**config.mk**
```make
export PLATFORM = sky130hd
export DESIGN_NAME = kdit_ctrl
export DESIGN_NICKNAME = d
export VERILOG_FILES = /design/src/sv/kdit_pkg.sv /design/src/sv/kdit_ctrl.sv
export SDC_FILE = /design/constraint.sdc
export NUM_CORES = 1
export LEC_CHECK = 0
export ABC_AREA = 1
export ABC_CLOCK_PERIOD_IN_PS = 1610
export BUFFER_PORTS_ARGS = -buffer_cell sky130_fd_sc_hd__clkbuf_2
export CELL_PAD_IN_SITES_DETAIL_PLACEMENT = 1
export CELL_PAD_IN_SITES_GLOBAL_PLACEMENT = 2
export CORE_UTILIZATION = 22
export DETAILED_ROUTE_END_ITERATION = 10
export GPL_TIMING_DRIVEN = 0
export MAX_ROUTING_LAYER = met4
export PLACE_DENSITY = 0.73
export SKIP_CTS_REPAIR_TIMING = 1
export SYNTH_ARGS = -nofsm -noshare
export SYNTH_HDL_FRONTEND = slang
export SYNTH_SLANG_ARGS = --single-unit
```
**constraint.sdc**
```tcl
create_clock -name clk_i -period 1.61 [get_ports clk_i]
set_input_delay 0.161 -clock clk_i [delete_from_list [all_inputs] [get_ports clk_i]]
set_output_delay 0.161 -clock clk_i [all_outputs]
set_load 0.01 [all_outputs]
```
**src/sv/kdit_pkg.sv**
```systemverilog
package kdit_pkg;

  localparam int unsigned KindW  = 2;
  localparam int unsigned KeyW   = 64;
  localparam int unsigned IndexW = 12;

  // Request codes carried in the kind field.
  typedef enum logic [KindW-1:0] {
    KIND_MAP   = 2'd0,
    KIND_REV   = 2'd1,
    KIND_CLEAR = 2'd2,
    KIND_RSVD  = 2'd3
  } kind_e;

  // Commands from the controller to the datapath.
  typedef struct packed {
    logic load;        // capture the request
    logic probe_next;  // step to the next slot
    logic insert;      // write key and slot for a fresh id
    logic rev_rd;      // issue or hold the reverse key read
    logic clr_start;   // start a clearing pass
    logic clr_step;    // clear one slot and advance
    logic res_map_hit;
    logic res_new;
    logic res_full;
    logic res_rev;
    logic res_zero;
  } cmd_t;

  // Status from the datapath to the controller.
  typedef struct packed {
    kind_e kind;
    logic  slot_valid;
    logic  key_match;
    logic  wrapped;
    logic  count_full;
    logic  rev_bad;
    logic  clr_last;
  } stat_t;

endpackage

```
**src/sv/kdit_ctrl.sv**
```systemverilog
module kdit_ctrl (
  input  logic            clk_i,
  input  logic            rst_ni,
  input  logic            in_valid_i,
  output logic            in_ready_o,
  output logic            out_valid_o,
  input  logic            out_ready_i,
  input  kdit_pkg::stat_t stat_i,
  output kdit_pkg::cmd_t  cmd_o
);

  typedef enum logic [2:0] {
    ST_CLEAR, ST_IDLE, ST_DECODE, ST_WAIT_SLOT, ST_WAIT_KEY, ST_REV, ST_CLR_REQ
  } state_e;

  state_e state_q;
  logic   out_valid_q;
  logic   out_free;
  logic   res_load;

  // The result register may be reloaded when it is empty or being taken.
  assign out_free    = !out_valid_q || out_ready_i;
  assign res_load    = cmd_o.res_map_hit || cmd_o.res_new || cmd_o.res_full ||
                       cmd_o.res_rev || cmd_o.res_zero;
  assign in_ready_o  = (state_q == ST_IDLE);
  assign out_valid_o = out_valid_q;

  // Commands decoded from the state and status. A finished request waits in
  // its state while the previous result is still held.
  always_comb begin
    cmd_o      = '0;
    cmd_o.load = in_ready_o && in_valid_i;
    unique case (state_q)
      ST_CLEAR, ST_CLR_REQ: cmd_o.clr_step = 1'b1;
      ST_IDLE: ;
      ST_DECODE: begin
        unique case (stat_i.kind)
          kdit_pkg::KIND_MAP:   ;
          kdit_pkg::KIND_REV:   cmd_o.rev_rd = 1'b1;
          kdit_pkg::KIND_CLEAR: begin
            cmd_o.clr_start = out_free;
            cmd_o.res_zero  = out_free;
          end
          default: cmd_o.res_zero = out_free;
        endcase
      end
      ST_WAIT_SLOT: begin
        if (!stat_i.slot_valid && out_free) begin
          if (stat_i.count_full) cmd_o.res_full = 1'b1;
          else begin
            cmd_o.insert  = 1'b1;
            cmd_o.res_new = 1'b1;
          end
        end
      end
      ST_WAIT_KEY: begin
        if (stat_i.key_match) cmd_o.res_map_hit = out_free;
        else if (stat_i.wrapped) cmd_o.res_full = out_free;
        else cmd_o.probe_next = 1'b1;
      end
      ST_REV: begin
        cmd_o.rev_rd  = 1'b1;
        cmd_o.res_rev = out_free;
      end
      default: ;
    endcase
  end

  // State and result-valid register. The slot read and the key read settle
  // in separate cycles and the compare follows, so each probe of an occupied
  // slot passes through ST_DECODE, ST_WAIT_SLOT and ST_WAIT_KEY.
  always_ff @(posedge clk_i or negedge rst_ni) begin
    if (!rst_ni) begin
      state_q     <= ST_CLEAR;
      out_valid_q <= 1'b0;
    end else begin
      if (res_load) out_valid_q <= 1'b1;
      else if (out_ready_i) out_valid_q <= 1'b0;
      unique case (state_q)
        ST_CLEAR, ST_CLR_REQ: if (stat_i.clr_last) state_q <= ST_IDLE;
        ST_IDLE: if (cmd_o.load) state_q <= ST_DECODE;
        ST_DECODE: begin
          unique case (stat_i.kind)
            kdit_pkg::KIND_MAP:   state_q <= ST_WAIT_SLOT;
            kdit_pkg::KIND_REV:   state_q <= ST_REV;
            kdit_pkg::KIND_CLEAR: if (out_free) state_q <= ST_CLR_REQ;
            default:              if (out_free) state_q <= ST_IDLE;
          endcase
        end
        ST_WAIT_SLOT: begin
          if (stat_i.slot_valid) state_q <= ST_WAIT_KEY;
          else if (out_free) state_q <= ST_IDLE;
        end
        ST_WAIT_KEY: begin
          if (cmd_o.probe_next) state_q <= ST_DECODE;
          else if (out_free) state_q <= ST_IDLE;
        end
        ST_REV: if (out_free) state_q <= ST_IDLE;
        default: state_q <= ST_IDLE;
      endcase
    end
  end

endmodule

```
Word-level counts from Yosys, hierarchy flattened
Cells that the tools add are included.
{ "totals": {"register_bits": 4, "input_bits": 12, "out_inout_bits": 13, "word_cells": 60} }
{ "op_classes": {"eq_ne": 11, "n_mux": 32, "reduce_logical": 15} }
{ "ops": {"columns": ["op", "n"], "rows": [
  ["$mux W1", 21],
  ["$mux W3", 6],
  ["$pmux W3 S6", 1],
  ["$eq A3 B3 Y1 const B", 3],
  ["$pmux W3 S3", 1],
  ["$eq A3 B2 Y1 const B", 2],
  ["$logic_or A1 B1 Y1", 5],
  ["$pmux W1 S2", 2],
  ["$reduce_or A2 Y1", 2],
  ["$eq A3 B1 Y1 const B", 1],
  ["$logic_not A3 Y1", 1],
  ["$ne A3 B3 Y1 const B", 1],
  ["$reduce_and A3 Y1", 1],
  ["$eq A2 B1 Y1 const B", 1],
  ["$eq A2 B2 Y1 const B", 1],
  ["$logic_and A1 B1 Y1", 2],
  ["$logic_not A1 Y1", 2],
  ["$logic_not A2 Y1", 1],
  ["$mux W2", 1],
  ["$ne A2 B1 Y1 const B", 1],
  ["$ne A2 B2 Y1 const B", 1],
  ["$reduce_bool A2 Y1", 1]
]} }

Depth between registers and ports, before layout
Gate-level depths: netlist (run 1).
{ "logic_depth": {"ltp_word": 10, "mapped_depth": 10} }

Least setup slack after synthesis (run 1)
Ideal clock, no wire load.
{ "synth_path": {"path_kind": "reg-to-output", "start": "reg out_valid_q, in the netlist out_valid_o", "end": "out cmd_o[8] (netlist name)", "arrival_time_ns": 1.315, "required_ns": 1.449, "path_slack_ns": 0.134, "path_stages_with_launch": 5, "path_cell_list": "dfrtp_1 -> nand2_1 -> clkinv_1 -> nor3_1 -> buf_4"} }
{ "synth_rtl": {"columns": ["element", "line_no", "rtl"], "rows": [
  ["start: declaration", "kdit_ctrl.sv:17", "logic out_valid_q;"],
  ["start signal: assignment", "kdit_ctrl.sv:75", "out_valid_q <= 1'b0;"],
  ["start signal: assignment", "kdit_ctrl.sv:77", "if (res_load) out_valid_q <= 1'b1;"],
  ["start signal: assignment", "kdit_ctrl.sv:78", "else if (out_ready_i) out_valid_q <= 1'b0;"],
  ["end: declaration", "kdit_ctrl.sv:9", "output kdit_pkg::cmd_t cmd_o"]
]} }

==> flow_metrics.py, run 1 <==
metrics = {
    "status": {
        "status": "finished clean",
    },
    "drt": {
        "drt-total-wl_um": 1770,
        "drtIter0Drc": 9,
        "drc": 0,
        "vias_per_cell": 4.39,
        "dr_total_vias": 711,
        "ant_nets": 0,
        "dr.pass1.iters": 4,
        "routedWlPerCell_um": 10.9,
    },
    "clocking": {
        "clock_latency_ps": 230,
        "path_clk_slew_ps": 40,
        "cts-buffers-inserted": 3,
        "cts_tree": "yes",
        "cts_buffer_depth": 2,
        "htreeDepth": 1,
        "cts-root-buf": "clkbuf_4",
        "cts.sinks": 4,
    },
    "logic_synthesis": {
        "synth_top_cell_area_share_pct": 17.4,
        "synth-edff-count": 0,
        "synthArstFlopShare_pct": 100,
        "synth.largest_area_cell": "dfrtp_1",
        "ys_top_cells_by_count": "nand2_1, inv_1, nor2_1",
        "yosys-top-cells-area": "dfrtp_1, nand2_1, inv_1",
        "synth_ff_type": "dfrtp_1",
        "yosysSeqAreaShare_pct": 17.4,
        "synth.distinct_cells": 18,
        "yosysWarnings": 0,
        "yosysMostFrequentCell": "nand2_1",
        "netlist_area_sq_um": 577,
        "syn_avg_cell_area_sq_um": 5.83,
        "synth-seq-cells": 4,
        "postSynthCellCount": 99,
        "syn_nets": 115,
    },
    "sta": {
        "fin_setup_tns_ps": 0,
        "finalClockSkew_ps": 3.99,
        "setup_viol": 0,
        "period_share_pct": 94.8,
        "fmax_mhz": 655,
        "worstMarginPinSlew_ps": 255,
        "finalCriticalPeriod_ps": 1530,
        "whs_ps": 227,
        "rsz0062_at_grt": "true",
        "final_hold_viol_count": 0,
        "relSlewSlack_pct": 82.9,
        "final_max_slew_viol_count": 0,
    },
    "hold_path": {
        "min_from": "stat_i[4]",
        "hp-class": "input pin to register",
    },
    "layout": {
        "drive_gt1_share_pct": 43.2,
        "synthToLayoutAreaGrowth_pct": 46.6,
        "seq_area_sq_um": 103,
        "stdcell_count": 162,
        "final_area_sq_um": 846,
        "multiInputGateArea_sq_um": 397,
        "fin_nets": 150,
        "fillers": 337,
        "num_antenna_cells": 0,
    },
    "power": {
        "pwr-share-clk_pct": 10.7,
        "comb_power_share_pct": 68.9,
        "internal-power_mw": 0.539,
        "switchingPower_mw": 0.592,
        "swShare_pct": 52.4,
        "p_leak_nw": 0.503,
        "pwr_density_cell_mw_per_mm2": 1340,
        "vdd_drop_max_mv": 0.523,
        "p_seq_share_pct": 20.4,
    },
    "critical_path": {
        "slowest_stage": "dfrtp_2",
        "crit_start": "state_q[1]",
        "cp_data_arrival_time_ps": 1360,
        "path_cells": "inv_2, nand2_2, nor2_2, nand4_1, nand2_1, clkbuf_2",
        "path_buf_inv": 2,
        "max_stage_delay_ps": 460,
        "regToRegStartpoint": "state_q[2]",
        "cpLargestDelayFamily": "flip-flops",
        "end_kind": "output pin",
        "criticalPathCategory": "register to output pin",
        "worst-path-max-fanout": 7,
        "cp-start-kind": "register",
        "cp_data_required_time_ps": 1450,
    },
    "global_route": {
        "use_met2_pct": 25.6,
        "gr-usage-met1_pct": 17.7,
        "grt_pass1_wl_um": 2950,
        "globalRoute.busiestLayer": "met2",
        "grt_max_degree": 10,
        "gr-usage-met3_pct": 1.72,
        "grt.overflow.total": 0,
        "grt_use_total_pct": 14.5,
        "antenna_found_initial": 0,
        "grt_pass1_vias": 673,
    },
    "placed_design": {
        "place_area_sq_um": 729,
        "io_buffers": 23,
        "placed_cells": 152,
        "dp_hpwl_um": 1470,
        "gp_congestion": 0.806,
    },
    "die": {
        "start_util_pct": 23.3,
        "top_level_ports": 25,
        "core-area_sq_mm": 0.00248,
        "die_w_um": 53.2,
        "die_h_um": 53.2,
        "rows": 18,
        "die_area_sq_mm": 0.00283,
    },
    "run": {
        "max_cap_violations": 0,
    },
}
-- layout by cell type (no fill, tap or decap) --
cell type	instances
inv_1	17
o21ai_0	3
clkinv_2	1
inv_4	1
nand2_1	17
ha_1	4
nand3_2	2
clkbuf_2	22
nand2_2	3
inv_2	4
nand4_1	7
nor2_2	5
clkinv_1	1
buf_2	1
buf_4	8
clkinvlp_4	1
nand2_4	1
dfrtp_2	2
nor2_4	1
nand3_4	1
nand3b_1	1
dfrtp_1	2
nor2_1	11
dlygate4sd3_1	1
clkbuf_4	3
nor3_1	2
nand3_1	9
nor3_2	1
-- worst register-to-register path, stage by stage, from the launching register on --
cell and delay [ps]:
dfrtp_1 350, buf_4 170, clkinv_2 90, nand3_2 130, nor2_2 150, nor2_4 60, nand2_2 90, inv_2 50
nor2_1 90, nor2_1 50
-- layout make-up --
cell class              instances  share of cell area [%]
plain buffers                   2                    1.78
clock buffers                   3                    2.66
inverters                      25                    12.0
multi-input cells              68                    46.9
flip-flops and latches          4                    12.1
well taps                      30                    4.44
repair buffers                 30                    20.1
-- power by group through the flow --
stage	Combinational, mW	Sequential (mW)	Clock (mW)
floorplan	0.471	0.201	0
finish	0.780	0.231	0.121
detailed placement	0.676	0.214	0
global route	0.887	0.244	0.125
global placement	0.667	0.214	0
CTS	0.690	0.213	0.120
-- state kept, by name (all words and copies together) (netlist names) --
register / cells
state_q: 3
out_valid_o: 1
-- metrics by stage --
step                      power [mW]  worst slack, ps  util [%]
after CTS                       1.02             -273      30.4
after detailed placement       0.890            -31.5      29.4
after floorplan                0.672              134         -
final                           1.13             84.2      34.1
after global routing            1.26            -56.9      34.1
after global placement         0.881             1.62      29.4
-- logic make-up (layout without fill, tap and decap cells) --
logic type	Yosys count	count (layout)	share of synthesized area (%)
AO/OA/AOI/OAI	3	3	2.60
adder cells (fa/ha/maj)	4	4	8.68
buffers and inverters	27	60	19.1
flip-flops	4	4	17.4
AND/OR/NAND/NOR	61	61	52.3
-- metal layers --
layer,part of all wire [%],wire length [um],vias up
met5,0,0,-
met4,0.40,7,0
met3,3.4,60,2
met2,49,860,19
met1,48,843,316
li1,-,-,374
-- final timing paths --
| kind | slack, ps | endpoint | cells after the start |
|---|---|---|---|
| min | 230 | out_valid_o | 3 |
| max | 80 | cmd_o[2] | 6 |
| min in group asynchronous | 270 | out_valid_o | 2 |
| min reg2reg | 630 | state_q[2] | 3 |
| max in group asynchronous | 1200 | state_q[1] | 2 |
| max reg2reg | 280 | state_q[0] | 9 |
(Power assumes the default switching activity.)
==> inputs of run 2 (changes only) <==
Settings changed: ABC_CLOCK_PERIOD_IN_PS 1610 to 1750, SETUP_SLACK_MARGIN set to 0.3.
Clock period 1.61 ns to 1.75 ns, I/O delays scaled along.
==> run 2 against run 1 <==
First-iteration DRC count decreased by 44%. Highest routed layer is now met3. Critical path depth decreased by 1. Clock-buffer cell count unchanged. Core utilization is 7.0 points higher. Largest power group unchanged. Register-to-register slack hardly changed. Largest cell class unchanged. Critical endpoint is now cmd_o[6]. Hold slack better by 64 ps.
==> flow_metrics.py, run 2 (synthesis results as in run 1) <==
metrics = {
    "critical_path": {
        "cp_data_required_time_ps": 1570,
        "cp_data_arrival_time_ps": 1370,
        "criticalPathCategory": "register to output pin",
        "worst-path-max-fanout": 7,
        "end_kind": "output pin",
        "cp-start-kind": "register",
    },
    "clocking": {
        "cts-buffers-inserted": 3,
        "cts-root-buf": "clkbuf_4",
        "cts_buffer_depth": 2,
        "clock_latency_ps": 230,
        "htreeDepth": 1,
        "path_clk_slew_ps": 30,
        "cts.sinks": 4,
        "cts_tree": "yes",
    },
    "global_route": {
        "grt.overflow.total": 0,
        "grt_pass1_wl_um": 2920,
        "grt_use_total_pct": 14.4,
        "grt_max_degree": 10,
        "grt_pass1_vias": 675,
        "antenna_found_initial": 0,
    },
    "layout": {
        "synthToLayoutAreaGrowth_pct": 76.8,
        "fillers": 334,
        "fin_nets": 165,
        "largest_reg_flops": 3,
        "num_antenna_cells": 0,
        "stdcell_count": 177,
        "drive_gt1_share_pct": 51.7,
        "layout_common_cells": "buf_4, inv_1, nand2_1, clkbuf_2, nor2_1",
        "mostFrequentLayoutCell": "buf_4",
        "largest-register": "state_q",
        "fin_util_pct": 41.2,
    },
    "sta": {
        "whs_ps": 291,
        "final_hold_viol_count": 0,
        "setup_viol": 0,
        "worstMarginPinSlew_ps": 267,
        "finalCriticalPeriod_ps": 1540,
        "fmax_mhz": 647,
        "relSlewSlack_pct": 82.1,
        "final_max_slew_viol_count": 0,
        "rsz0062_at_grt": "true",
        "finalClockSkew_ps": 1.29,
        "period_share_pct": 88.3,
    },
    "hold_path": {
        "hp-class": "input pin to asynchronous set/reset pin",
    },
    "power": {
        "p_leak_nw": 0.602,
        "pwr_density_cell_mw_per_mm2": 1240,
        "power_mw": 1.27,
        "vdd_drop_max_mv": 0.490,
    },
    "die": {
        "top_level_ports": 25,
        "die_h_um": 53.2,
        "core-area_sq_mm": 0.00248,
        "rows": 18,
        "die_area_sq_mm": 0.00283,
        "start_util_pct": 23.3,
        "die_w_um": 53.2,
    },
    "run": {
        "max_cap_violations": 0,
    },
    "drt": {
        "dr_total_vias": 780,
        "drt-total-wl_um": 2070,
        "drtIter0Drc": 5,
        "vias_per_cell": 4.41,
        "ant_nets": 0,
        "met2_wirelength_um": 1110,
        "drc": 0,
        "dr_wl_met3_um": 51,
        "dr.max_layer_used": "met3",
        "routedWlPerCell_um": 11.7,
        "dr.pass1.iters": 3,
        "wl_met1_um": 911,
    },
    "placed_design": {
        "io_buffers": 23,
        "placed_cells": 152,
        "gp_congestion": 0.831,
        "dp_hpwl_um": 1440,
    },
    "status": {
        "status": "finished clean",
    },
}
==> run 2: stage by stage <==
stage	setup TNS, ps	instance area (sq um)	setup slack [ps]
global placement	0	734	174
global route	0	1020	134
finish	0	1020	205
floorplan	0	582	375
CTS	-115	757	-101
detailed placement	0	734	144
==> run 2: layout make-up <==
class                      instances  area [sq um]  area share, %
multi-input combinational         68           437           42.8
sequential                         4           103           10.1
tap                               30          37.5           3.68
inverter                          25           105           10.3
timing repair buffer              45           297           29.1
buffer                             2          18.8           1.84
clock buffer                       3          22.5           2.21
==> run 2: per-layer routing <==
metal / global-route usage (%) / up-vias
met5: - / -
met4: 4.82 / 0
met3: 2.01 / 0
met2: 23.5 / 16
met1: 18.0 / 359
li1: - / 405
==> run 2: worst paths after layout <==
path                        startpoint    endpoint  slack, ps  depth (start not counted)
setup reg to reg           out_valid_o  state_q[2]        270                          9
hold reg to reg             state_q[1]  state_q[1]        590                          2
hold / removal                  rst_ni  state_q[2]        290                          2
setup / recovery           out_valid_o    cmd_o[6]        210                          5
max in group asynchronous       rst_ni  state_q[0]       1330                          2
min in group clk_i           stat_i[5]  state_q[2]        300                          5
==> run 2: worst max-delay path: stages, from the launching register on <==
cell and delay [ps]:
dfrtp_1 420, nand2_4 100, clkinvlp_4 160, buf_6 150, nor3_1 150, buf_2 160
==> run 2: report_power, final <==
part           total (mW)  internal (mW)  switching [mW]
combinational       0.953          0.420           0.533
sequential          0.207          0.140          0.0669
clock               0.109         0.0763          0.0326
total                1.27          0.636           0.632
